===== config.mk =====
export PLATFORM = sky130hd
export DESIGN_NAME = cbg_front
export DESIGN_NICKNAME = d
export VERILOG_FILES = /design/src/hdl/cbg_pkg.sv /design/src/hdl/cbg_front.sv
export SDC_FILE = /design/constraint.sdc
export NUM_CORES = 1
export LEC_CHECK = 0
export BUFFER_PORTS_ARGS = -buffer_cell sky130_fd_sc_hd__buf_2
export CORE_AREA = 2 2 55 57
export DETAILED_ROUTE_END_ITERATION = 7
export DIE_AREA = 0 0 57 59
export PLACE_DENSITY = 0.82
export SLEW_MARGIN = 10
export SYNTH_ARGS = -nofsm -noshare
export SYNTH_HDL_FRONTEND = slang
export SYNTH_SLANG_ARGS = --single-unit

===== constraint.sdc =====
create_clock -name vclk -period 2.9
set_input_delay 0.58 -clock vclk [all_inputs]
set_output_delay 0.58 -clock vclk [all_outputs]
set_load 0.1 [all_outputs]

===== src/hdl/cbg_pkg.sv =====
package cbg_pkg;

    localparam int MAX_WEIGHTS_DEF = 8;
    localparam int MAX_FREQS_DEF   = 8;

    localparam int COORD_W  = 16;
    localparam int DIFF_W   = COORD_W + 1;
    localparam int CNT_W    = 4;
    localparam int PHASE_W  = 24;
    localparam int VALUE_W  = 16;
    localparam int INDEX_W  = 6;
    localparam int P_W      = 16;
    localparam int Q16_W    = 17;
    localparam int BLEND_W  = 35;
    localparam int BLO_W    = 17;
    localparam int PROD_W   = 48;
    localparam int T_W      = 32;
    localparam int Z_W      = 31;
    localparam int QTR_W    = 14;
    localparam int DATA_W   = 32;
    localparam int ADDR_W   = 4;

    localparam int QUEUE_DEPTH   = 2;
    localparam int HORNER_STEPS  = 4;

    // register indexes, taken from paddr[3:2]
    localparam logic [1:0] REG_ALPHA = 2'd0;
    localparam logic [1:0] REG_FREQ  = 2'd1;
    localparam logic [1:0] REG_PHASE = 2'd2;

    localparam logic [CNT_W-1:0]   ALPHA_RST = 4'd4;
    localparam logic [CNT_W-1:0]   FREQ_RST  = 4'd4;
    localparam logic [PHASE_W-1:0] PHASE_RST = 24'd1048576;

    localparam logic [Q16_W-1:0]    Q16_ONE    = 17'h10000;
    localparam logic [PROD_W-1:0]   TURN_ROUND = 48'h0000_8000_0000;
    localparam logic signed [T_W-1:0] COEF_D   = 32'sd987048;
    localparam logic [VALUE_W-1:0]  VALUE_MAX  = 16'h7FFF;

    typedef struct packed {
        logic signed [COORD_W-1:0] x_coord;
        logic signed [COORD_W-1:0] y_coord;
    } t_in_item;

    typedef struct packed {
        logic signed [VALUE_W-1:0] basis_value;
        logic [INDEX_W-1:0]        basis_index;
        logic                      last;
    } t_out_item;

    // one point, classified and ready for the back end
    typedef struct packed {
        logic signed [COORD_W-1:0] y;
        logic signed [DIFF_W-1:0]  diff;
        logic [CNT_W-1:0]          na;
        logic [CNT_W-1:0]          nf;
    } t_job;

    typedef struct packed {
        logic [INDEX_W-1:0] index;
        logic               last;
    } t_tag;

    typedef struct packed {
        logic           vld;
        logic [P_W-1:0] p;
        t_tag           tag;
    } t_phase;

    // round(65536 / k)
    function automatic logic [Q16_W-1:0] recip_q16(input logic [2:0] k);
        logic [Q16_W-1:0] r;
        case (k)
            3'd1:    r = 17'd65536;
            3'd2:    r = 17'd32768;
            3'd3:    r = 17'd21845;
            3'd4:    r = 17'd16384;
            3'd5:    r = 17'd13107;
            3'd6:    r = 17'd10923;
            3'd7:    r = 17'd9362;
            default: r = 17'd0;
        endcase
        return r;
    endfunction

    // Horner coefficients in Q30, applied after the innermost term
    function automatic logic signed [T_W-1:0] horner_coef(input logic [1:0] k);
        logic signed [T_W-1:0] c;
        case (k)
            2'd0:    c = 32'sd22401992;
            2'd1:    c = 32'sd272375560;
            2'd2:    c = 32'sd1324675879;
            default: c = 32'sd1073741824;
        endcase
        return c;
    endfunction

endpackage


===== src/hdl/cbg_front.sv =====
module cbg_front
    import cbg_pkg::*;
#(
    parameter int MAX_WEIGHTS = MAX_WEIGHTS_DEF,
    parameter int MAX_FREQS   = MAX_FREQS_DEF
) (
    input  logic             i_in_valid,
    input  t_in_item         i_in_data,
    input  logic [CNT_W-1:0] i_alpha_count,
    input  logic [CNT_W-1:0] i_freq_count,
    input  logic             i_q_full,
    output logic             o_in_stall,
    output logic             o_push,
    output t_job             o_job
);

    logic [CNT_W-1:0] w_na;
    logic [CNT_W-1:0] w_nf;

    // clamp counts into the supported range
    always_comb begin
        if (i_alpha_count < CNT_W'(2)) begin
            w_na = CNT_W'(2);
        end else if (i_alpha_count > CNT_W'(MAX_WEIGHTS)) begin
            w_na = CNT_W'(MAX_WEIGHTS);
        end else begin
            w_na = i_alpha_count;
        end
        if (i_freq_count == '0) begin
            w_nf = CNT_W'(1);
        end else if (i_freq_count > CNT_W'(MAX_FREQS)) begin
            w_nf = CNT_W'(MAX_FREQS);
        end else begin
            w_nf = i_freq_count;
        end
    end

    assign o_in_stall = i_q_full;
    assign o_push     = i_in_valid & ~i_q_full;

    assign o_job.y    = i_in_data.y_coord;
    assign o_job.diff = {i_in_data.x_coord[COORD_W-1], i_in_data.x_coord}
                      - {i_in_data.y_coord[COORD_W-1], i_in_data.y_coord};
    assign o_job.na   = w_na;
    assign o_job.nf   = w_nf;

endmodule


==> results of run 1 <==
[cell type report]
cell class / instances / area (um2)
Fill cell: 168 / 457.9
Inverter: 24 / 102.6
Multi-Input combinational cell: 121 / 1308
Tap cell: 31 / 38.79
Timing Repair Buffer: 106 / 803.3
[final timing paths]
path | end | from | depth (start not counted) | slack [ns]
worst max-delay path | o_job[24] | i_in_data[16] | 10 | -0.21
worst min-delay path | o_job[29] | i_in_data[4] | 2 | 1.54
[power breakdown]
part / internal [uW] / switching, uW
clock network: 0 / 0
logic: 398 / 758
registers: 0 / 0
[logic make-up after synthesis]
| kind of cell | Yosys count |
|---|---|
| adders and majority gates | 17 |
| xor gates and xnor gates | 12 |
| AOI/OAI and AO/OA | 44 |
| buffers and inverters | 45 |
| and+or+nand+nor | 46 |
| muxes | 2 |
[synth_stat cells (4+ instances only)]
cell type and number:
inv_1 24, a21oi_1 18, buf_4 17, ha_1 16, nor2_1 13, nand2_1 9
nor2b_1 6, xnor2_1 6, xor2_1 6, a21o_1 5, nand2b_1 4
[timing repair]
item                                    4_1_cts  5_1_grt
resized for setup                             5        5
buffers inserted                              2        4
pin swaps                                     4        5
endpoints found under the setup margin        7       10
[through the flow]
stage	setup TNS, ns	total power [uW]
5_1_grt	-0.9742	1200
2_1_floorplan	-1.182	830.5
6_report	-0.6541	1156
3_3_place_gp	-1.416	1119
4_1_cts	-0.6468	1144
3_5_place_dp	-1.561	1133
[metal layers]
metal,track usage (%),share of wire [%],vias to the layer above
li1,-,-,725
met1,24.16,39,658
met2,37.60,53,54
met3,2.183,6.6,4
met4,3.987,0.67,0
met5,0,0,-
==> out/summary.txt, run 1 <==
status: finished with violations
failing checks: negative setup slack
critical path, cell by cell: buf_8 -> inv_12 -> ha_4 -> fa_2 -> nor2b_4 -> o2111a_1 -> or3_4 -> a211o_4 -> a31oi_4 -> buf_12
CP startpoint kind: input pin
min cycle time layout: 3.108 ns
Fmax: 321.8 MHz
HP Class: input pin to output pin
Die Area: 3363 um2
Static Leak: 0.001119 uW
CP Class: input pin to output pin
First-pass DRT Iterations: 4
first-pass GRT wire length: 5644 um
Final Cycle Share: 107.2%
num ports: 85
placed wire-length estimate: 2953 um
most common cell after layout, fill and taps aside: buf_2
clock buffer count: 0
post-synthesis mux area share: 1.878%
Least-Margin Pin Slew: 0.4912 ns
Top Family by Delay on Critical Path: compound AO/OA/AOI/OAI gates
Synth area leaders: ha_1 (18%), buf_4 (11%), a21oi_1 (8.0%)
pwr/cell area: 513.3 nW/um2
most frequent cells in the layout: buf_2 (70), inv_1 (21), buf_4 (21)
complex-gate fraction of the synthesized area: 26.85%
PortBufs: 85
DRC errors left: 0
crit path max fanout: 4
Arr. time, crit path: 2.53 ns
Post-Layout Inst Area: 2252 um2
Routed WL: 3437 um
Final GP Congestion: 0.8293
vias per cell: 5.110
Synth Instances: 166
cts-stage hold buffer count: 0
Setup-failing EPs final: 5
Final Hold Viols: 0
Worst Path Buf+Inv: 3
sequential area share after synthesis: 0%
Worst path max stage delay: 0.39 ns
placed instance count: 276
Yosys warning count: 0
fin worst setup slack: -0.2078 ns
wire per inst: 12.19 um
vias in the first global route: 1,423
Routed Antenna Nets: 0
largest net degree at the start of global routing: 10
gr ovfl total: 0
post-synth top area cell: ha_1
xor-xnor portion of the synthesized cell area: 9.282%
Crit. End Element: output pin
pre-CTS WS: -0.4110 ns
Final nets: 312
GRT Resource Usage Total: 19.81%
Synth top area share: 17.68%
Slew headroom: 67.48%
Max Slew Vio Count: 0
Critical-path top delay cell: a211o_4
Synth Area in Simple Gates: 21.33%
chip height: 59 um
initial antenna violation count: 0
worst vdd ir: 438.0 uV
Cell Rows: 19
max-cap violations: 0
Adder-Cell Fraction of Synth Area: 19.45%
die width: 57 um
routed vias: 1,441
main combinational cell family by area after synthesis: compound AO/OA/AOI/OAI gates
syn nets: 225
Initial Utilization: 41.78%
final hold slack: 1.543 ns
n_diodes: 0
area of placed instances: 2158 um2
layout cell share with drive strength beyond 1: 60.56%
FF/Latch Area: 0 um2
Cell Area, Synth: 1132 um2
worst path required time: 2.32 ns
Core Area: 2710 um2
RSZ-0062 raised after global routing: true
unique cell type count in the Yosys netlist: 39
Area Overhead vs Synth: 98.90%
Avg Cell Area, Syn: 6.821 um2
Final Util: 83.10%
Non-Filler Instances: 282
Initial DRC Count: 21
FFs & Latches: 0
(Power assumes the default switching activity.)
==> run 2, diff against run 1 <==
- CORE_AREA: 2 2 55 57 -> 3 3 56 58
- DIE_AREA: 0 0 57 59 -> 0 0 59 61
- PLACE_DENSITY: 0.82 -> 0.84
==> out/summary.txt, run 2 (same netlist as run 1, synthesis figures left out) <==
Routed Antenna Nets: 0 (unchanged)
status: finished with violations
most common cell after layout, fill and taps aside: buf_2
FF/Latch Area: 0 um2 (unchanged)
PortBufs: 85 (unchanged)
area of the multi-input gates: 1340 um2 (+2.5%)
CP Class: input pin to output pin
max-cap violations: 0 (unchanged)
clock buffer count: 0 (unchanged)
Core Area: 2710 um2 (unchanged)
wire per inst: 14.71 um (+21%)
placed wire-length estimate: 3120 um (+5.7%)
routed vias: 1,545 (+7.2%)
Final Cycle Share: 106.3% (-0.84 points)
CP startpoint kind: input pin
Cell Rows: 19 (unchanged)
Setup-failing EPs final: 6 (+1)
critical path, cell by cell: buf_8 -> inv_12 -> ha_4 -> fa_2 -> nor2b_4 -> o2111a_1 -> or3_4 -> a211o_4 -> a31oi_4 -> buf_12
Final Util: 85.83% (+2.7 points)
Pwr Total: 1183 uW (+2.3%)
fill count: 137 (-18%)
gr ovfl total: 0 (unchanged)
Critical-path top delay cell: or3_4
RSZ-0062 raised after global routing: true
layout cell share with drive strength beyond 1: 62.35% (+1.8 points)
Top Family by Delay on Critical Path: compound AO/OA/AOI/OAI gates
largest net degree at the start of global routing: 10 (unchanged)
most frequent cells in the layout: buf_2 (70), buf_4 (22), inv_1 (20)
pwr/cell area: 508.7 nW/um2 (-0.91%)
First-pass DRT Iterations: 4 (unchanged)
Least-Margin Pin Slew: 0.5035 ns (+0.01232 ns)
n_diodes: 0 (unchanged)
Worst Path Buf+Inv: 3 (unchanged)
Final GP Congestion: 0.7866 (-5.1%)
Worst path max stage delay: 0.38 ns (about the same)
num ports: 85 (unchanged)
Initial DRC Count: 51 (+140%)
Arr. time, crit path: 2.50 ns (-0.03 ns)
Slew headroom: 66.66% (-0.82 points)
worst vdd ir: 576.1 uV (+32%)
worst path required time: 2.32 ns (about the same)
Max Slew Vio Count: 0 (unchanged)
FFs & Latches: 0 (unchanged)
Final nets: 316 (+1.3%)
chip height: 61 um (+3.4%)
HP Class: input pin to output pin
initial antenna violation count: 0 (unchanged)
fin worst setup slack: -0.1834 ns (+0.02440 ns)
Routed WL: 4206 um (+22%)
failing checks: negative setup slack
Final Hold Viols: 0 (unchanged)
Static Leak: 0.001141 uW (+2.0%)
setup TNS: -0.7131 ns (-0.05905 ns)
Die Area: 3599 um2 (+7.0%)
die width: 59 um (+3.5%)
Initial Utilization: 41.78% (unchanged)
Fmax: 324.3 MHz (+0.79%)
first-pass GRT wire length: 6085 um (+7.8%)
GRT Resource Usage Total: 21.03% (+1.2 points)
vias in the first global route: 1,422 (-0.070%)
cts-stage hold buffer count: 0 (unchanged)
DRC errors left: 0 (unchanged)
crit path max fanout: 4 (unchanged)
Area Overhead vs Synth: 105.4%
vias per cell: 5.402 (+5.7%)
Crit. End Element: output pin
min cycle time layout: 3.083 ns (-0.02440 ns)
==> run 2: layer usage <==
metal	track usage (%)	share of wire (%)
met4	3.236	1.7
met3	1.702	9.3
met2	39.59	51
met1	26.50	38
met5	0	0
==> run 2: metrics by stage <==
step | cells | setup WS (ns) | area [um2] | hold WS [ns]
after floorplan | 166 | -0.3735 | 1531 | 1.343
after global placement | 280 | -0.3823 | 2188 | 1.542
after detailed placement | 280 | -0.4251 | 2188 | 1.544
after CTS | 284 | -0.2764 | 2242 | 1.544
after global routing | 286 | -0.2363 | 2326 | 1.548
final | 286 | -0.1834 | 2326 | 1.544
==> run 2: repair_timing <==
item | CTS | global route
hold endpoints to repair | 0 | 0
setup buffers | 4 | 2
endpoints found under the setup margin | 8 | 11
pin swaps | 8 | 11
resized for setup | 6 | 12
==> run 2: worst paths after layout <==
check / from / end / slack, ns / cells after the start
worst max-delay path: i_in_data[16] / o_job[24] / -0.18 / 10
worst min-delay path: i_in_data[15] / o_job[40] / 1.54 / 2
==> run 2: area by class of cell <==
cell class	count	share of cell area (%)
Timing Repair Buffer	110	36.31
Tap cell	31	1.668
Inverter	24	4.411
Multi-Input combinational cell	121	57.61
==> run 2: where the power goes <==
group | internal [uW] | switching, uW
combinational | 408 | 775
clock | 0 | 0
sequential | 0 | 0
total | 408 | 775
