File: config.mk
export PLATFORM = sky130hd
export DESIGN_NAME = cbg_phase
export DESIGN_NICKNAME = d
export VERILOG_FILES = /design/src/hdl/cbg_pkg.sv /design/src/hdl/cbg_phase.sv
export SDC_FILE = /design/constraint.sdc
export NUM_CORES = 2
export LEC_CHECK = 0
export BUFFER_PORTS_ARGS = -buffer_cell sky130_fd_sc_hd__buf_2
export CORE_ASPECT_RATIO = 1.75
export CORE_UTILIZATION = 50
export CTS_BUF_LIST = sky130_fd_sc_hd__clkbuf_8
export CTS_CLUSTER_SIZE = 10
export DETAILED_ROUTE_END_ITERATION = 7
export PLACE_DENSITY_LB_ADDON = 0.12
export RECOVER_POWER = 25
export SETUP_SLACK_MARGIN = 0.2
export SLEW_MARGIN = 10
export SYNTH_ARGS = -nofsm -noshare
export SYNTH_HDL_FRONTEND = slang
export SYNTH_SLANG_ARGS = --single-unit
File: constraint.sdc
create_clock -name i_clk -period 11 [get_ports i_clk]
set_input_delay 2.75 -clock i_clk [delete_from_list [all_inputs] [get_ports i_clk]]
set_output_delay 2.75 -clock i_clk [all_outputs]
set_load 0.02 [all_outputs]
File: src/hdl/cbg_pkg.sv
package cbg_pkg;

    localparam int MAX_WEIGHTS_DEF = 8;
    localparam int MAX_FREQS_DEF   = 8;

    localparam int COORD_W  = 16;
    localparam int DIFF_W   = COORD_W + 1;
    localparam int CNT_W    = 4;
    localparam int PHASE_W  = 24;
    localparam int VALUE_W  = 16;
    localparam int INDEX_W  = 6;
    localparam int P_W      = 16;
    localparam int Q16_W    = 17;
    localparam int BLEND_W  = 35;
    localparam int BLO_W    = 17;
    localparam int PROD_W   = 48;
    localparam int T_W      = 32;
    localparam int Z_W      = 31;
    localparam int QTR_W    = 14;
    localparam int DATA_W   = 32;
    localparam int ADDR_W   = 4;

    localparam int QUEUE_DEPTH   = 2;
    localparam int HORNER_STEPS  = 4;

    // register indexes, taken from paddr[3:2]
    localparam logic [1:0] REG_ALPHA = 2'd0;
    localparam logic [1:0] REG_FREQ  = 2'd1;
    localparam logic [1:0] REG_PHASE = 2'd2;

    localparam logic [CNT_W-1:0]   ALPHA_RST = 4'd4;
    localparam logic [CNT_W-1:0]   FREQ_RST  = 4'd4;
    localparam logic [PHASE_W-1:0] PHASE_RST = 24'd1048576;

    localparam logic [Q16_W-1:0]    Q16_ONE    = 17'h10000;
    localparam logic [PROD_W-1:0]   TURN_ROUND = 48'h0000_8000_0000;
    localparam logic signed [T_W-1:0] COEF_D   = 32'sd987048;
    localparam logic [VALUE_W-1:0]  VALUE_MAX  = 16'h7FFF;

    typedef struct packed {
        logic signed [COORD_W-1:0] x_coord;
        logic signed [COORD_W-1:0] y_coord;
    } t_in_item;

    typedef struct packed {
        logic signed [VALUE_W-1:0] basis_value;
        logic [INDEX_W-1:0]        basis_index;
        logic                      last;
    } t_out_item;

    // one point, classified and ready for the back end
    typedef struct packed {
        logic signed [COORD_W-1:0] y;
        logic signed [DIFF_W-1:0]  diff;
        logic [CNT_W-1:0]          na;
        logic [CNT_W-1:0]          nf;
    } t_job;

    typedef struct packed {
        logic [INDEX_W-1:0] index;
        logic               last;
    } t_tag;

    typedef struct packed {
        logic           vld;
        logic [P_W-1:0] p;
        t_tag           tag;
    } t_phase;

    // round(65536 / k)
    function automatic logic [Q16_W-1:0] recip_q16(input logic [2:0] k);
        logic [Q16_W-1:0] r;
        case (k)
            3'd1:    r = 17'd65536;
            3'd2:    r = 17'd32768;
            3'd3:    r = 17'd21845;
            3'd4:    r = 17'd16384;
            3'd5:    r = 17'd13107;
            3'd6:    r = 17'd10923;
            3'd7:    r = 17'd9362;
            default: r = 17'd0;
        endcase
        return r;
    endfunction

    // Horner coefficients in Q30, applied after the innermost term
    function automatic logic signed [T_W-1:0] horner_coef(input logic [1:0] k);
        logic signed [T_W-1:0] c;
        case (k)
            2'd0:    c = 32'sd22401992;
            2'd1:    c = 32'sd272375560;
            2'd2:    c = 32'sd1324675879;
            default: c = 32'sd1073741824;
        endcase
        return c;
    endfunction

endpackage

File: src/hdl/cbg_phase.sv
module cbg_phase
    import cbg_pkg::*;
#(
    parameter int MAX_WEIGHTS = MAX_WEIGHTS_DEF,
    parameter int MAX_FREQS   = MAX_FREQS_DEF
) (
    input  logic               i_clk,
    input  logic               i_rst_n,
    input  logic               i_en,
    input  logic [PHASE_W-1:0] i_phase_step,
    input  logic               i_q_vld,
    input  t_job               i_q_job,
    output logic               o_q_pop,
    output t_phase             o_phase
);

    localparam int JW = $clog2(MAX_WEIGHTS);
    localparam int FW = $clog2(MAX_FREQS + 1);
    localparam int MW = PHASE_W + FW;

    // sequencer
    logic                r_busy;
    t_job                r_job;
    logic [FW-1:0]       r_f;
    logic [JW-1:0]       r_j;
    logic [Q16_W-1:0]    r_a;
    logic [MW-1:0]       r_mult;
    logic [INDEX_W-1:0]  r_idx;

    logic [CNT_W-1:0]    w_na_m1;
    logic                w_last_j;
    logic                w_last_f;
    logic                w_issue_last;
    logic [Q16_W-1:0]    w_recip;
    logic [Q16_W-1:0]    w_a;

    // pipeline
    logic                       r0_vld;
    logic [Q16_W-1:0]           r0_a;
    logic signed [DIFF_W-1:0]   r0_diff;
    logic signed [COORD_W-1:0]  r0_y;
    logic [MW-1:0]              r0_mult;
    t_tag                       r0_tag;

    logic                       r1_vld;
    logic signed [BLEND_W-1:0]  r1_b;
    logic [MW-1:0]              r1_mult;
    t_tag                       r1_tag;

    logic                       r2_vld;
    logic [PROD_W-1:0]          r2_pl;
    logic [PROD_W-BLO_W-1:0]    r2_ph;
    t_tag                       r2_tag;

    logic                       r3_vld;
    logic [P_W-1:0]             r3_p;
    t_tag                       r3_tag;

    logic signed [BLEND_W-1:0]  w_ad;
    logic signed [BLEND_W-1:0]  w_yq;
    logic [BLO_W+MW-1:0]        w_pl;
    logic signed [BLEND_W-BLO_W+MW:0] w_ph;
    logic [PROD_W-1:0]          w_sum;

    assign w_na_m1      = r_job.na - 1'b1;
    assign w_last_j     = (CNT_W'(r_j) == w_na_m1);
    assign w_last_f     = (CNT_W'(r_f) == r_job.nf);
    assign w_issue_last = r_busy & w_last_j & w_last_f;
    assign w_recip      = recip_q16(w_na_m1[2:0]);
    assign w_a          = w_last_j ? Q16_ONE : r_a;

    // take the next point when idle, or while the current one issues its final value
    assign o_q_pop = i_en & i_q_vld & (~r_busy | w_issue_last);

    always_ff @(posedge i_clk) begin
        if (!i_rst_n) begin
            r_busy <= 1'b0;
            r_f    <= '0;
            r_j    <= '0;
            r_a    <= '0;
            r_mult <= '0;
            r_idx  <= '0;
        end else if (i_en) begin
            if (o_q_pop) begin
                r_busy <= 1'b1;
                r_f    <= FW'(1);
                r_j    <= '0;
                r_a    <= '0;
                r_mult <= MW'(i_phase_step);
                r_idx  <= '0;
            end else if (w_issue_last) begin
                r_busy <= 1'b0;
            end else if (r_busy) begin
                r_idx <= r_idx + 1'b1;
                if (w_last_j) begin
                    r_j    <= '0;
                    r_a    <= '0;
                    r_f    <= r_f + 1'b1;
                    r_mult <= r_mult + MW'(i_phase_step);
                end else begin
                    r_j <= r_j + 1'b1;
                    r_a <= r_a + w_recip;
                end
            end
        end
    end

    always_ff @(posedge i_clk) begin
        if (i_en && o_q_pop) begin
            r_job <= i_q_job;
        end
    end

    // blend: y*2^16 + a*(x - y)
    assign w_ad = $signed({1'b0, r0_a}) * r0_diff;
    assign w_yq = {{(BLEND_W-COORD_W-16){r0_y[COORD_W-1]}}, r0_y, 16'h0000};

    // phase product split in two partial products, low 48 bits kept
    assign w_pl = r1_b[BLO_W-1:0] * r1_mult;
    assign w_ph = $signed(r1_b[BLEND_W-1:BLO_W]) * $signed({1'b0, r1_mult});

    assign w_sum = {r2_ph, {BLO_W{1'b0}}} + r2_pl + TURN_ROUND;

    always_ff @(posedge i_clk) begin
        if (!i_rst_n) begin
            r0_vld <= 1'b0;
            r1_vld <= 1'b0;
            r2_vld <= 1'b0;
            r3_vld <= 1'b0;
        end else if (i_en) begin
            r0_vld <= r_busy;
            r1_vld <= r0_vld;
            r2_vld <= r1_vld;
            r3_vld <= r2_vld;
        end
    end

    always_ff @(posedge i_clk) begin
        if (i_en) begin
            r0_a         <= w_a;
            r0_diff      <= r_job.diff;
            r0_y         <= r_job.y;
            r0_mult      <= r_mult;
            r0_tag.index <= r_idx;
            r0_tag.last  <= w_issue_last;

            r1_b    <= w_yq + w_ad;
            r1_mult <= r0_mult;
            r1_tag  <= r0_tag;

            r2_pl  <= PROD_W'(w_pl);
            r2_ph  <= w_ph[PROD_W-BLO_W-1:0];
            r2_tag <= r1_tag;

            r3_p   <= w_sum[PROD_W-1:PROD_W-P_W];
            r3_tag <= r2_tag;
        end
    end

    assign o_phase.vld = r3_vld;
    assign o_phase.p   = r3_p;
    assign o_phase.tag = r3_tag;

    a_freq_range: assert property (@(posedge i_clk) disable iff (!i_rst_n)
        r_busy |-> (r_f != '0) && (CNT_W'(r_f) <= r_job.nf))
        else $error("frequency counter out of range");

    a_index_track: assert property (@(posedge i_clk) disable iff (!i_rst_n)
        r_busy |-> r_idx == INDEX_W'((int'(r_f) - 1) * int'(r_job.na) + int'(r_j)))
        else $error("column index out of step with counters");

    a_weight_track: assert property (@(posedge i_clk) disable iff (!i_rst_n)
        (r_busy && !w_last_j) |-> r_a == Q16_W'(int'(r_j) * int'(w_recip)))
        else $error("weight accumulator out of step");

    a_pop_start: assert property (@(posedge i_clk) disable iff (!i_rst_n)
        o_q_pop |=> r_busy && r_idx == '0 && r_j == '0)
        else $error("point load did not restart the sequence");

    a_last_then_new: assert property (@(posedge i_clk) disable iff (!i_rst_n)
        (i_en && r0_vld && r0_tag.last) |=> (!r0_vld || r0_tag.index == '0))
        else $error("value issued after last without a new point");

endmodule

==> flow_metrics.env <==
export IMPL_overflow=0
export IMPL_via_per_inst=5.29
export IMPL_synth_common_cells="1166 x inv_1, 946 x fa_1, 830 x nand2_1"
export IMPL_cp_data_required_time_ps=11490
export IMPL_ctsHoldBuffers=0
export IMPL_netlist_instances=5284
export IMPL_arrival_ps=8110
export IMPL_final_nets=6722
export IMPL_fin_skew_ps=47.9
export IMPL_wl_per_cell_um=18.5
export IMPL_post_cts_buffers=0
export IMPL_start_kind="register"
export IMPL_synth_area_leaders="fa_1 37%, edfxtp_1 17%, ha_1 11%, inv_1 8.6%, nand2_1 6.1%"
export IMPL_fin_crit_sh_pct=69.2
export IMPL_antenna_found_initial=4
export IMPL_critPathSlowestCell="clkbuf_1"
export IMPL_crit_path_end_kind="register"
export IMPL_fin_crit_ps=7610
export IMPL_die_x_um=244
export IMPL_worst_slew_pin_slew_ps=1930
export IMPL_grt_pass1_wl_um=201000
export IMPL_setup_viol=0
export IMPL_dr_pass1_iters=5
export IMPL_wl_um=123000
export IMPL_crit_type="reg2reg"
export IMPL_path_cells="clkbuf_1 > nand2_1 > fa_1 > fa_1 > inv_1 > fa_1 > fa_1 > fa_1 > inv_1 > fa_1 > inv_1 > ha_1 > a21oi_1 > o21ai_1 > a22oi_1 > nand3_1 > a31o_1 > a41o_1 > o41ai_1 > xnor2_1"
export IMPL_syn_nets=6750
export IMPL_cts_buffers=56
export IMPL_drive_gt1_share_pct=4.77
export IMPL_syn_mean_instance_area_um2=9.68
export IMPL_ys_types=77
export IMPL_cts_sinks=348
export IMPL_hpwlAfterDp_um=97600
export IMPL_hold_violations=0
export IMPL_ios=94
export IMPL_tns_ps=0
export IMPL_async_flop_share_pct=0
export IMPL_maxCapViolCount=1
export IMPL_start_util_pct=50.7
export IMPL_rsz0062_at_grt="no"
export IMPL_synth_flop_cell="edfxtp_1"
export IMPL_cts_resized=0
export IMPL_cp_common_cell="fa_1"
export IMPL_status="finished with violations"
export IMPL_fp_row_count=154
export IMPL_finalMaxSlewViolations=35
export IMPL_max_freq_mhz=131
export IMPL_root_buffer="clkbuf_8"
export IMPL_dieArea_um2=104000
export IMPL_clk_latency_ps=770
export IMPL_critPathTopFamily="adder cells"
export IMPL_yosysWarnings=0
export IMPL_synth_most_common_cell="inv_1"
export IMPL_ys_ff_latch=348
export IMPL_syn_area_um2=51100
export IMPL_clk_pin_slew_worst_paths_ps=60
export IMPL_slowest_delay_ps=1370
export IMPL_slew_headroom_pct=-28.6
export IMPL_violations="max-capacitance violations, max-slew violations"
export IMPL_cp_max_fo=34
export IMPL_vias=35049
export IMPL_drc=0
export IMPL_synth_edf_count=285
export IMPL_max_clock_path_buffers=3
export IMPL_core_um2=101000
export IMPL_yosys_area_top_type_share_pct=37.0
export IMPL_die_h_um=425
export IMPL_drt_initial_drc_count=1443
export IMPL_ant_nets=0
export IMPL_area_delta_synth_final_pct=5.59
export IMPL_min_path_type="reg2reg"
export IMPL_grt_max_degree=90
export IMPL_htree_levels=2
export IMPL_port_buffers=93
export IMPL_gp_congestion=0.883
export IMPL_synth_top_area_cell="fa_1"
export IMPL_cts_tree="yes"
export IMPL_grt_pass1_vias=39099
export IMPL_grt_usage_pct=24.9
export IMPL_path_buf_inv=4
export IMPL_yosysSeqAreaShare_pct=19.2
state kept, by name (all words and copies together) (netlist names), 3 cells and up:
register and flops:
r_j 3, r_job 41, r_f 4, r0_mult 28, o_phase 7, r0_tag 7
r0_y 16, r0_diff 17, r1_b 35, r_idx 6, r1_mult 28, r1_tag 7
r0_a 17, r2_pl 28, r_mult 28, r_a 17, r2_ph 31, r2_tag 7
r3_p 16
final cells by class:
type                       count  area [um2]
fill                        9470       47000
multi-input combinational   3528       36000
sequential                   348        9820
inverter                    1171        4400
tap                         1326        1660
timing repair buffer         151         927
clock buffer                  58         798
clock inverter                45         350
antenna                        2        5.00
path summary, 6_finish.rpt:
kind / startpoint / end / slack, ps / depth (start not counted)
worst min register to register: r_job[8]$_DFFE_PP_ / r0_diff[0]$_DFFE_PP_ / 400 / 0
worst min-delay path: r_job[8]$_DFFE_PP_ / r0_diff[0]$_DFFE_PP_ / 400 / 0
worst max register to register: r1_mult[0]$_DFFE_PP_ / r2_pl[44]$_DFFE_PP_ / 3390 / 20
worst max-delay path: r1_mult[0]$_DFFE_PP_ / r2_pl[44]$_DFFE_PP_ / 3390 / 20
metal layers:
metal / wire length [um] / track usage [%] / up-vias
li1: - / - / 15922
met1: 41400 / 24.7 / 18067
met2: 70000 / 49.8 / 723
met3: 3730 / 2.14 / 331
met4: 7410 / 13.9 / 6
met5: 41 / 0 / -
cells by family (layout without fill, tap and decap cells):
logic type	count (synthesis)	after routing	synth area share, %
other cells	0	2	0
compound gates	401	401	5.18
mux	8	8	0.157
simple gates	1559	1559	14.3
flops	348	348	19.2
buf+inv	1408	1425	10.3
fa+ha+maj	1397	1397	48.1
xor+xnor	163	163	2.79
metrics by stage:
| step | hold slack, ps | area [um2] | setup slack (ps) | util [%] | cells |
|---|---|---|---|---|---|
| 2_1_floorplan | 400 | 51100 | 4310 | - | 5284 |
| 3_3_place_gp | 400 | 52800 | 3650 | 52.3 | 6523 |
| 3_5_place_dp | 405 | 52800 | 3620 | 52.3 | 6523 |
| 4_1_cts | 401 | 54000 | 3620 | 53.5 | 6626 |
| 5_1_grt | 419 | 54000 | 2980 | 53.5 | 6629 |
| 6_report | 401 | 54000 | 3390 | 53.5 | 6629 |
placed cells by master (no fill, tap or decap), types with 15 or more instances in the layout:
cell type  netlist  final
a21o_1          52     52
a21oi_1        117    117
a22oi_1         19     19
and2_1         400    395
and3_1          17     17
buf_2            1     92
buf_4            1     56
clkbuf_8         0     58
dfxtp_1         63     63
edfxtp_1       285    285
fa_1           946    946
ha_1           451    451
inv_1         1166   1186
nand2_1        830    830
nand2b_1        40     40
nand3_1         24     24
nor2_1         131    130
nor2b_1         43     42
nor3_1          30     29
o21a_1          23     23
o21ai_0         33     33
o21ai_1         32     31
o21bai_1        15     15
xnor2_1        108    108
xor2_1          55     55
Power is left out: the tool's default activity adds up to more than one toggle a clock period on the data nets, which glitch-free logic cannot reach.
