$ cat src/hdl/cbg_pkg.sv
package cbg_pkg;

    localparam int MAX_WEIGHTS_DEF = 8;
    localparam int MAX_FREQS_DEF   = 8;

    localparam int COORD_W  = 16;
    localparam int DIFF_W   = COORD_W + 1;
    localparam int CNT_W    = 4;
    localparam int PHASE_W  = 24;
    localparam int VALUE_W  = 16;
    localparam int INDEX_W  = 6;
    localparam int P_W      = 16;
    localparam int Q16_W    = 17;
    localparam int BLEND_W  = 35;
    localparam int BLO_W    = 17;
    localparam int PROD_W   = 48;
    localparam int T_W      = 32;
    localparam int Z_W      = 31;
    localparam int QTR_W    = 14;
    localparam int DATA_W   = 32;
    localparam int ADDR_W   = 4;

    localparam int QUEUE_DEPTH   = 2;
    localparam int HORNER_STEPS  = 4;

    // register indexes, taken from paddr[3:2]
    localparam logic [1:0] REG_ALPHA = 2'd0;
    localparam logic [1:0] REG_FREQ  = 2'd1;
    localparam logic [1:0] REG_PHASE = 2'd2;

    localparam logic [CNT_W-1:0]   ALPHA_RST = 4'd4;
    localparam logic [CNT_W-1:0]   FREQ_RST  = 4'd4;
    localparam logic [PHASE_W-1:0] PHASE_RST = 24'd1048576;

    localparam logic [Q16_W-1:0]    Q16_ONE    = 17'h10000;
    localparam logic [PROD_W-1:0]   TURN_ROUND = 48'h0000_8000_0000;
    localparam logic signed [T_W-1:0] COEF_D   = 32'sd987048;
    localparam logic [VALUE_W-1:0]  VALUE_MAX  = 16'h7FFF;

    typedef struct packed {
        logic signed [COORD_W-1:0] x_coord;
        logic signed [COORD_W-1:0] y_coord;
    } t_in_item;

    typedef struct packed {
        logic signed [VALUE_W-1:0] basis_value;
        logic [INDEX_W-1:0]        basis_index;
        logic                      last;
    } t_out_item;

    // one point, classified and ready for the back end
    typedef struct packed {
        logic signed [COORD_W-1:0] y;
        logic signed [DIFF_W-1:0]  diff;
        logic [CNT_W-1:0]          na;
        logic [CNT_W-1:0]          nf;
    } t_job;

    typedef struct packed {
        logic [INDEX_W-1:0] index;
        logic               last;
    } t_tag;

    typedef struct packed {
        logic           vld;
        logic [P_W-1:0] p;
        t_tag           tag;
    } t_phase;

    // round(65536 / k)
    function automatic logic [Q16_W-1:0] recip_q16(input logic [2:0] k);
        logic [Q16_W-1:0] r;
        case (k)
            3'd1:    r = 17'd65536;
            3'd2:    r = 17'd32768;
            3'd3:    r = 17'd21845;
            3'd4:    r = 17'd16384;
            3'd5:    r = 17'd13107;
            3'd6:    r = 17'd10923;
            3'd7:    r = 17'd9362;
            default: r = 17'd0;
        endcase
        return r;
    endfunction

    // Horner coefficients in Q30, applied after the innermost term
    function automatic logic signed [T_W-1:0] horner_coef(input logic [1:0] k);
        logic signed [T_W-1:0] c;
        case (k)
            2'd0:    c = 32'sd22401992;
            2'd1:    c = 32'sd272375560;
            2'd2:    c = 32'sd1324675879;
            default: c = 32'sd1073741824;
        endcase
        return c;
    endfunction

endpackage

$ cat src/hdl/cbg_queue.sv
module cbg_queue
    import cbg_pkg::*;
(
    input  logic i_clk,
    input  logic i_rst_n,
    input  logic i_push,
    input  t_job i_job,
    input  logic i_pop,
    output logic o_vld,
    output logic o_full,
    output t_job o_job
);

    localparam int PW = (QUEUE_DEPTH > 1) ? $clog2(QUEUE_DEPTH) : 1;
    localparam int CW = $clog2(QUEUE_DEPTH + 1);

    t_job          r_mem [QUEUE_DEPTH];
    logic [PW-1:0] r_wp;
    logic [PW-1:0] r_rp;
    logic [CW-1:0] r_cnt;

    assign o_vld  = (r_cnt != '0);
    assign o_full = (r_cnt == CW'(QUEUE_DEPTH));
    assign o_job  = r_mem[r_rp];

    always_ff @(posedge i_clk) begin
        if (!i_rst_n) begin
            r_wp  <= '0;
            r_rp  <= '0;
            r_cnt <= '0;
        end else begin
            if (i_push) begin
                r_wp <= (r_wp == PW'(QUEUE_DEPTH - 1)) ? '0 : r_wp + 1'b1;
            end
            if (i_pop) begin
                r_rp <= (r_rp == PW'(QUEUE_DEPTH - 1)) ? '0 : r_rp + 1'b1;
            end
            if (i_push && !i_pop) begin
                r_cnt <= r_cnt + 1'b1;
            end else if (i_pop && !i_push) begin
                r_cnt <= r_cnt - 1'b1;
            end
        end
    end

    always_ff @(posedge i_clk) begin
        if (i_push) begin
            r_mem[r_wp] <= i_job;
        end
    end

endmodule

$ cat config.mk
export PLATFORM = sky130hd
export DESIGN_NAME = cbg_queue
export DESIGN_NICKNAME = d
export VERILOG_FILES = /design/src/hdl/cbg_pkg.sv /design/src/hdl/cbg_queue.sv
export SDC_FILE = /design/constraint.sdc
export NUM_CORES = 1
export LEC_CHECK = 0
export BUFFER_PORTS_ARGS = -buffer_cell sky130_fd_sc_hd__buf_2
export CORE_ASPECT_RATIO = 1.2
export CORE_UTILIZATION = 41
export DETAILED_ROUTE_END_ITERATION = 12
export PLACE_DENSITY = 0.66
export RECOVER_POWER = 100
export SLEW_MARGIN = 20
export SYNTH_ARGS = -nofsm -noshare
export SYNTH_HDL_FRONTEND = slang
export SYNTH_SLANG_ARGS = --single-unit
$ cat constraint.sdc
create_clock -name i_clk -period 6.7 [get_ports i_clk]
set_clock_uncertainty 0.05 [all_clocks]
set_input_delay 1.005 -clock i_clk [delete_from_list [all_inputs] [get_ports i_clk]]
set_output_delay 1.005 -clock i_clk [all_outputs]
set_load 0.05 [all_outputs]
==> reports/qor.yml, run 1 <==
cts_resized: 0
row_count: 34
num_vias: 1619
dieWidth_um: 82.4
drv_cap: 3
yosysUniqueCellTypes: 18
yosysWarningCount: 0
synth_compound_area_share_pct: 0.629
vias_per_cell: 4.78
grt_max_degree: 43
worst-path-max-fanout: 41
synth_fa_ha_area_share_pct: 0.393
drv_slew: 127
grt_pass1_vias: 1709
status: "finished, violations left"
clk_pin_slew_ns: 0.08
antenna_found_initial: 0
cts_setup_buffers: 0
place_congestion: 0.692
synthMuxAreaShare_pct: 14.5
final_antenna_net_count: 0
synth_top_cell_by_area: "edfxtp_1"
finalHoldViolCount: 0
synthSimpleGateAreaFrac_pct: 1.85
drive_above_1_share_pct: 32.5
final_cell_mix: "edfxtp_1 (82), clkbuf_1 (62), mux2_2 (37)"
timing.hold.ws_ns: 0.455
synth-seq-cells: 87
n_antenna_cell: 0
ys_seq_area_share_pct: 80.6
numCtsBuffers: 9
nNetsFinal: 290
htree_num_levels: 3
grt_pass1_wl_mm: 7.78
drt_iter0_drc: 91
die_y_um: 98.5
synth_xor_area_share_pct: 0.826
setup_violations: 0
synth_top_family_by_area: "multiplexers"
p_per_area_mw_per_mm2: 316
worst_slew_pin_slew_ns: 2.73
synthCells: 150
startpoint_type: "flip-flop"
cts_buffer_depth: 2
end_kind: "primary output"
wl_mm: 5.15
ir_drop_mv: 0.215
cts_num_sinks: 87
postCtsHoldBufs: 0
cts_tree: "yes"
area_growth_pct: 20.8
overflow: 0
fmax_mhz: 258
required_ns: 5.64
layout_commonest_cell: "edfxtp_1"
hold_path.class: "flip-flop to flip-flop"
grt_setup_unrepaired: "no"
port_buffers: 87
min_from: "r_cnt[1]$_SDFFE_PN0P_"
synth.area.top_cells: "edfxtp_1 (77%), mux2_2 (13%), dfxtp_1 (3.1%)"
critPathKind: "flip-flop to primary output"
insertion_delay_ns: 0.33
post_synth.cell_area_avg_um2: 21.2
wire_per_inst_um: 15.2
period_minus_slack_ns: 3.88
worstPathArrival_ns: 2.82
core-area_mm2: 0.00736
route.detailed.drc: 0
start_util_pct: 43.2
ios: 88
synth_top_cell_area_share_pct: 77.4
fin_tns_setup_ns: 0
violations: "max-capacitance violations, max-slew violations"
period_share_pct: 57.9
netlist_area_mm2: 0.00318
dieArea_mm2: 0.00811
dp_hpwl_mm: 3.29
syn_nets: 196
grt_usage_pct: 13.6
drtPass1Iterations: 6
worst_slew_margin_rel_pct: -81.8
r2r-start: "r_wp$_SDFFE_PN0P_"
p_leak_nw: 1.31
clock-root-buffer: "clkbuf_8"
==> kinds of logic (layout without fill, tap and decap cells) <==
family                   count (synthesis)  after routing
AO/OA/AOI/OAI                            3              3
XOR/XNOR                                 3              3
adder cells (fa/ha/maj)                  1              1
buffers and inverters                    6            105
flip-flops                              87             87
multiplexers                            41             41
AND/OR/NAND/NOR                          9              9
==> final timing paths <==
kind	cells past startpoint	endpoint	slack, ns
setup / recovery	2	o_job[24]	2.82
hold / removal	2	r_cnt[1]$_SDFFE_PN0P_	0.46
setup reg to reg	1	r_mem[1][23]$_DFFE_PP_	3.79
hold reg to reg	2	r_cnt[1]$_SDFFE_PN0P_	0.46
==> critical path, cell delays in order, from the launching register on <==
cell      delay [ns]
dfxtp_1         1.57
mux2_2          0.37
clkbuf_1        0.50
==> area by class of cell <==
cell class,count,area (um2)
Tap cell,90,113
Multi-Input combinational cell,57,587
Timing Repair Buffer,88,364
Sequential cell,87,2560
Fill cell,657,3520
Inverter,1,3.75
Clock buffer,10,128
Clock inverter,6,85.1
==> power breakdown <==
part / internal, W / leakage, nW / switching, W
sequential: 0.000628 / 0.811 / 0.0000170
clock: 0.000209 / 0.104 / 0.000172
combinational: 0.0000511 / 0.395 / 0.000137
total: 0.000888 / 1.31 / 0.000326
==> routing by layer <==
layer | vias to the layer above | part of all wire [%] | GRT usage [%]
li1 | 768 | - | -
met3 | 15 | 4.1 | 2.87
met2 | 57 | 56 | 24.5
met4 | 0 | 3.6 | 9.45
met1 | 779 | 37 | 13.2
met5 | - | 0 | 0
==> state kept, by name, summed over array words and instances, names as in the netlist, named ones only <==
signal and cells:
r_mem 82, r_wp 1, r_rp 1, r_cnt 2
==> synthesized netlist by cell type, drive strengths merged <==
library cell and number:
ha 1, xnor2 1, or2 1, o21ai 1, nor2b 2, buf 5, and2 4, inv 1
a21boi 1, xor2 2, edfxtp 82, and2b 1, or3 1, mux2 41, o21a 1, dfxtp 5
==> stage by stage <==
stage / power (W) / instances / util [%] / setup slack (ns) / area (um2)
after CTS: 0.00124 / 339 / 53.3 / 3.57 / 3920
after global routing: 0.00126 / 339 / 52.2 / 2.58 / 3840
after floorplan: 0.000805 / 150 / - / 3.34 / 3180
final: 0.00121 / 339 / 52.2 / 2.82 / 3840
after global placement: 0.000852 / 323 / 50.4 / 3.97 / 3710
after detailed placement: 0.000855 / 323 / 50.4 / 3.97 / 3710
Power figures use the tool's default switching activity.
==> run 2: changes to the inputs <==
--- a/config.mk
+++ b/config.mk
@@ -9,7 +9,7 @@
 export CORE_ASPECT_RATIO = 1.2
 export CORE_UTILIZATION = 41
 export DETAILED_ROUTE_END_ITERATION = 12
-export PLACE_DENSITY = 0.66
+export PLACE_DENSITY = 0.69
 export RECOVER_POWER = 100
 export SLEW_MARGIN = 20
 export SYNTH_ARGS = -nofsm -noshare
==> constraint.sdc (replaced) <==
create_clock -name i_clk -period 3.4 [get_ports i_clk]
set_clock_uncertainty 0.05 [all_clocks]
set_input_delay 0.51 -clock i_clk [delete_from_list [all_inputs] [get_ports i_clk]]
set_output_delay 0.51 -clock i_clk [all_outputs]
set_load 0.05 [all_outputs]
==> run 2 against run 1 <==
  * The run still ends with max-capacitance violations, max-slew violations left
  * Sequential share of layout area is 0.22 points lower
  * Flip-flop and latch count did not move
  * First-iteration DRC count decreased by 18%
  * Largest power group unchanged
  * Final cell count unchanged
  * Register-to-register slack worse by 2.9 ns
  * Worst setup slack got worse by 2.3 ns
  * Critical path depth is 1 higher
  * Highest routed layer unchanged
  * Global-route usage is 0.60 points higher
  * Wire length increased by 6.4%
  * Clock-buffer cell count up 1
==> reports/qor.yml, run 2 (synthesis results as in run 1) <==
status: "finished, violations left"
violations: "max-capacitance violations, max-slew violations"
crit_chain: "buf_4 > mux2_2 > clkbuf_1"
timing.hold.ws_ns: 0.304  # -0.152 ns
grt_usage_pct: 14.2  # +0.60 points
required_ns: 2.84  # -2.80 ns
startpoint_type: "flip-flop"
cts_buffer_depth: 2  # unchanged
p_leak_nw: 1.31  # +0.14%
grtUsageMet3_pct: 3.80  # +0.93 points
row_count: 34  # unchanged
period_share_pct: 83.2
grt_use_met1_pct: 16.2  # +3.0 points
crit_family: "buffers and inverters"
critPathKind: "flip-flop to primary output"
drt_iter0_drc: 75  # -18%
vias_per_cell: 4.84  # +1.3%
dp.cells: 324  # +0.31%
htree_num_levels: 3  # unchanged
area_growth_pct: 21.2
slowest_delay_ns: 0.70  # -0.87 ns
finalHoldViolCount: 0  # unchanged
n_antenna_cell: 0  # unchanged
use_met2_pct: 23.2  # -1.3 points
dieWidth_um: 82.4  # unchanged
final_cell_mix: "edfxtp_1 (82), clkbuf_1 (66), mux2_2 (38)"
path_buf_inv: 2  # +1
drtPass1Iterations: 4  # -2
final_antenna_net_count: 0  # unchanged
fin_ws_ns: 0.570  # -2.25 ns
overflow: 0  # unchanged
insertion_delay_ns: 0.33  # about the same
dieArea_mm2: 0.00811  # unchanged
clk_pin_slew_ns: 0.08  # about the same
drv_cap: 2  # -1
fin_tns_setup_ns: 0  # unchanged
fmax_mhz: 353
route.detailed.drc: 0  # unchanged
grt_pass1_wl_mm: 8.10  # +4.1%
cts_tree: "yes"
antenna_found_initial: 0  # unchanged
nNetsFinal: 291  # +0.34%
port_buffers: 87  # unchanged
postCtsHoldBufs: 0  # unchanged
numCtsBuffers: 9  # unchanged
worstPathArrival_ns: 2.27  # -0.55 ns
cpMaxStageDelayCell: "dfxtp_1"
die_y_um: 98.5  # unchanged
drv_slew: 62  # -51%
drive_above_1_share_pct: 31.3  # -1.2 points
dp_hpwl_mm: 3.56  # +8.5%
worst-path-max-fanout: 28  # -32%
ir_drop_mv: 0.276  # +29%
busiest_layer: "met2"
dp_slack_ns: 1.24  # -2.73 ns
regMostFlops: "r_mem"
setup_violations: 0  # unchanged
grt_max_degree: 42  # -2.3%
hold_path.class: "input port to flip-flop"
place_congestion: 0.671  # -3.0%
core-area_mm2: 0.00736  # unchanged
wire_per_inst_um: 16.2  # +6.4%
ios: 88  # unchanged
cts_setup_buffers: 0  # unchanged
start_util_pct: 43.2  # unchanged
cts_num_sinks: 87  # unchanged
layout_commonest_cell: "edfxtp_1"
worst_slew_margin_rel_pct: -27.8  # +54 points
grt_pass1_vias: 1683  # -1.5%
grt_setup_unrepaired: "no"
clock-root-buffer: "clkbuf_8"
end_kind: "primary output"
layout.cells.non_filler: 339  # unchanged
largest_reg_flops: 82  # unchanged
num_vias: 1640  # +1.3%
p_per_area_mw_per_mm2: 637  # +100%
period_minus_slack_ns: 2.83
reg_top3: "r_mem: 82 flops, r_cnt: 2 flops"
cts_resized: 0  # unchanged
worst_slew_pin_slew_ns: 1.92  # -0.811 ns
wl_mm: 5.48  # +6.4%
run 2: power by group:
group	internal [W]	total, W	switching [W]
clock network	0.000484	0.000814	0.000330
logic	0.0000990	0.000385	0.000286
registers	0.00124	0.00126	0.0000212
total	0.00182	0.00246	0.000637
run 2: final timing paths:
kind / from / to / slack [ns] / cells after the start
setup reg to reg: r_wp$_SDFFE_PN0P_ / r_mem[0][34]$_DFFE_PP_ / 0.85 / 2
setup / recovery: flip-flop / o_job[29] / 0.57 / 3
hold / removal: i_job[31] / r_mem[0][31]$_DFFE_PP_ / 0.30 / 1
hold reg to reg: r_cnt[1]$_SDFFE_PN0P_ / r_cnt[1]$_SDFFE_PN0P_ / 0.46 / 2
run 2: worst reg2reg max path, cell delays in order, from the launching register on:
cell     delay [ns]
dfxtp_1        0.33
nor2b_1        1.29
buf_4          0.54
run 2: area by class of cell:
class	instances	area, um2
inverter	1	3.75
multi-input combinational	57	579
tap	90	113
fill	635	3500
timing repair buffer	89	370
clock inverter	4	95.1
sequential	87	2560
clock buffer	11	131
run 2: stage by stage:
stage	power, W	util [%]	cell area, um2
2_1_floorplan	0.00159	-	3180
3_3_place_gp	0.00168	50.5	3720
3_5_place_dp	0.00169	50.5	3720
4_1_cts	0.00250	53.6	3950
5_1_grt	0.00253	52.4	3850
6_report	0.00246	52.4	3850
run 2: routing by layer:
metal | wire [um] | vias up
li1 | - | 770
met1 | 2280 | 800
met2 | 2720 | 56
met3 | 314 | 14
met4 | 164 | 0
met5 | 0 | -
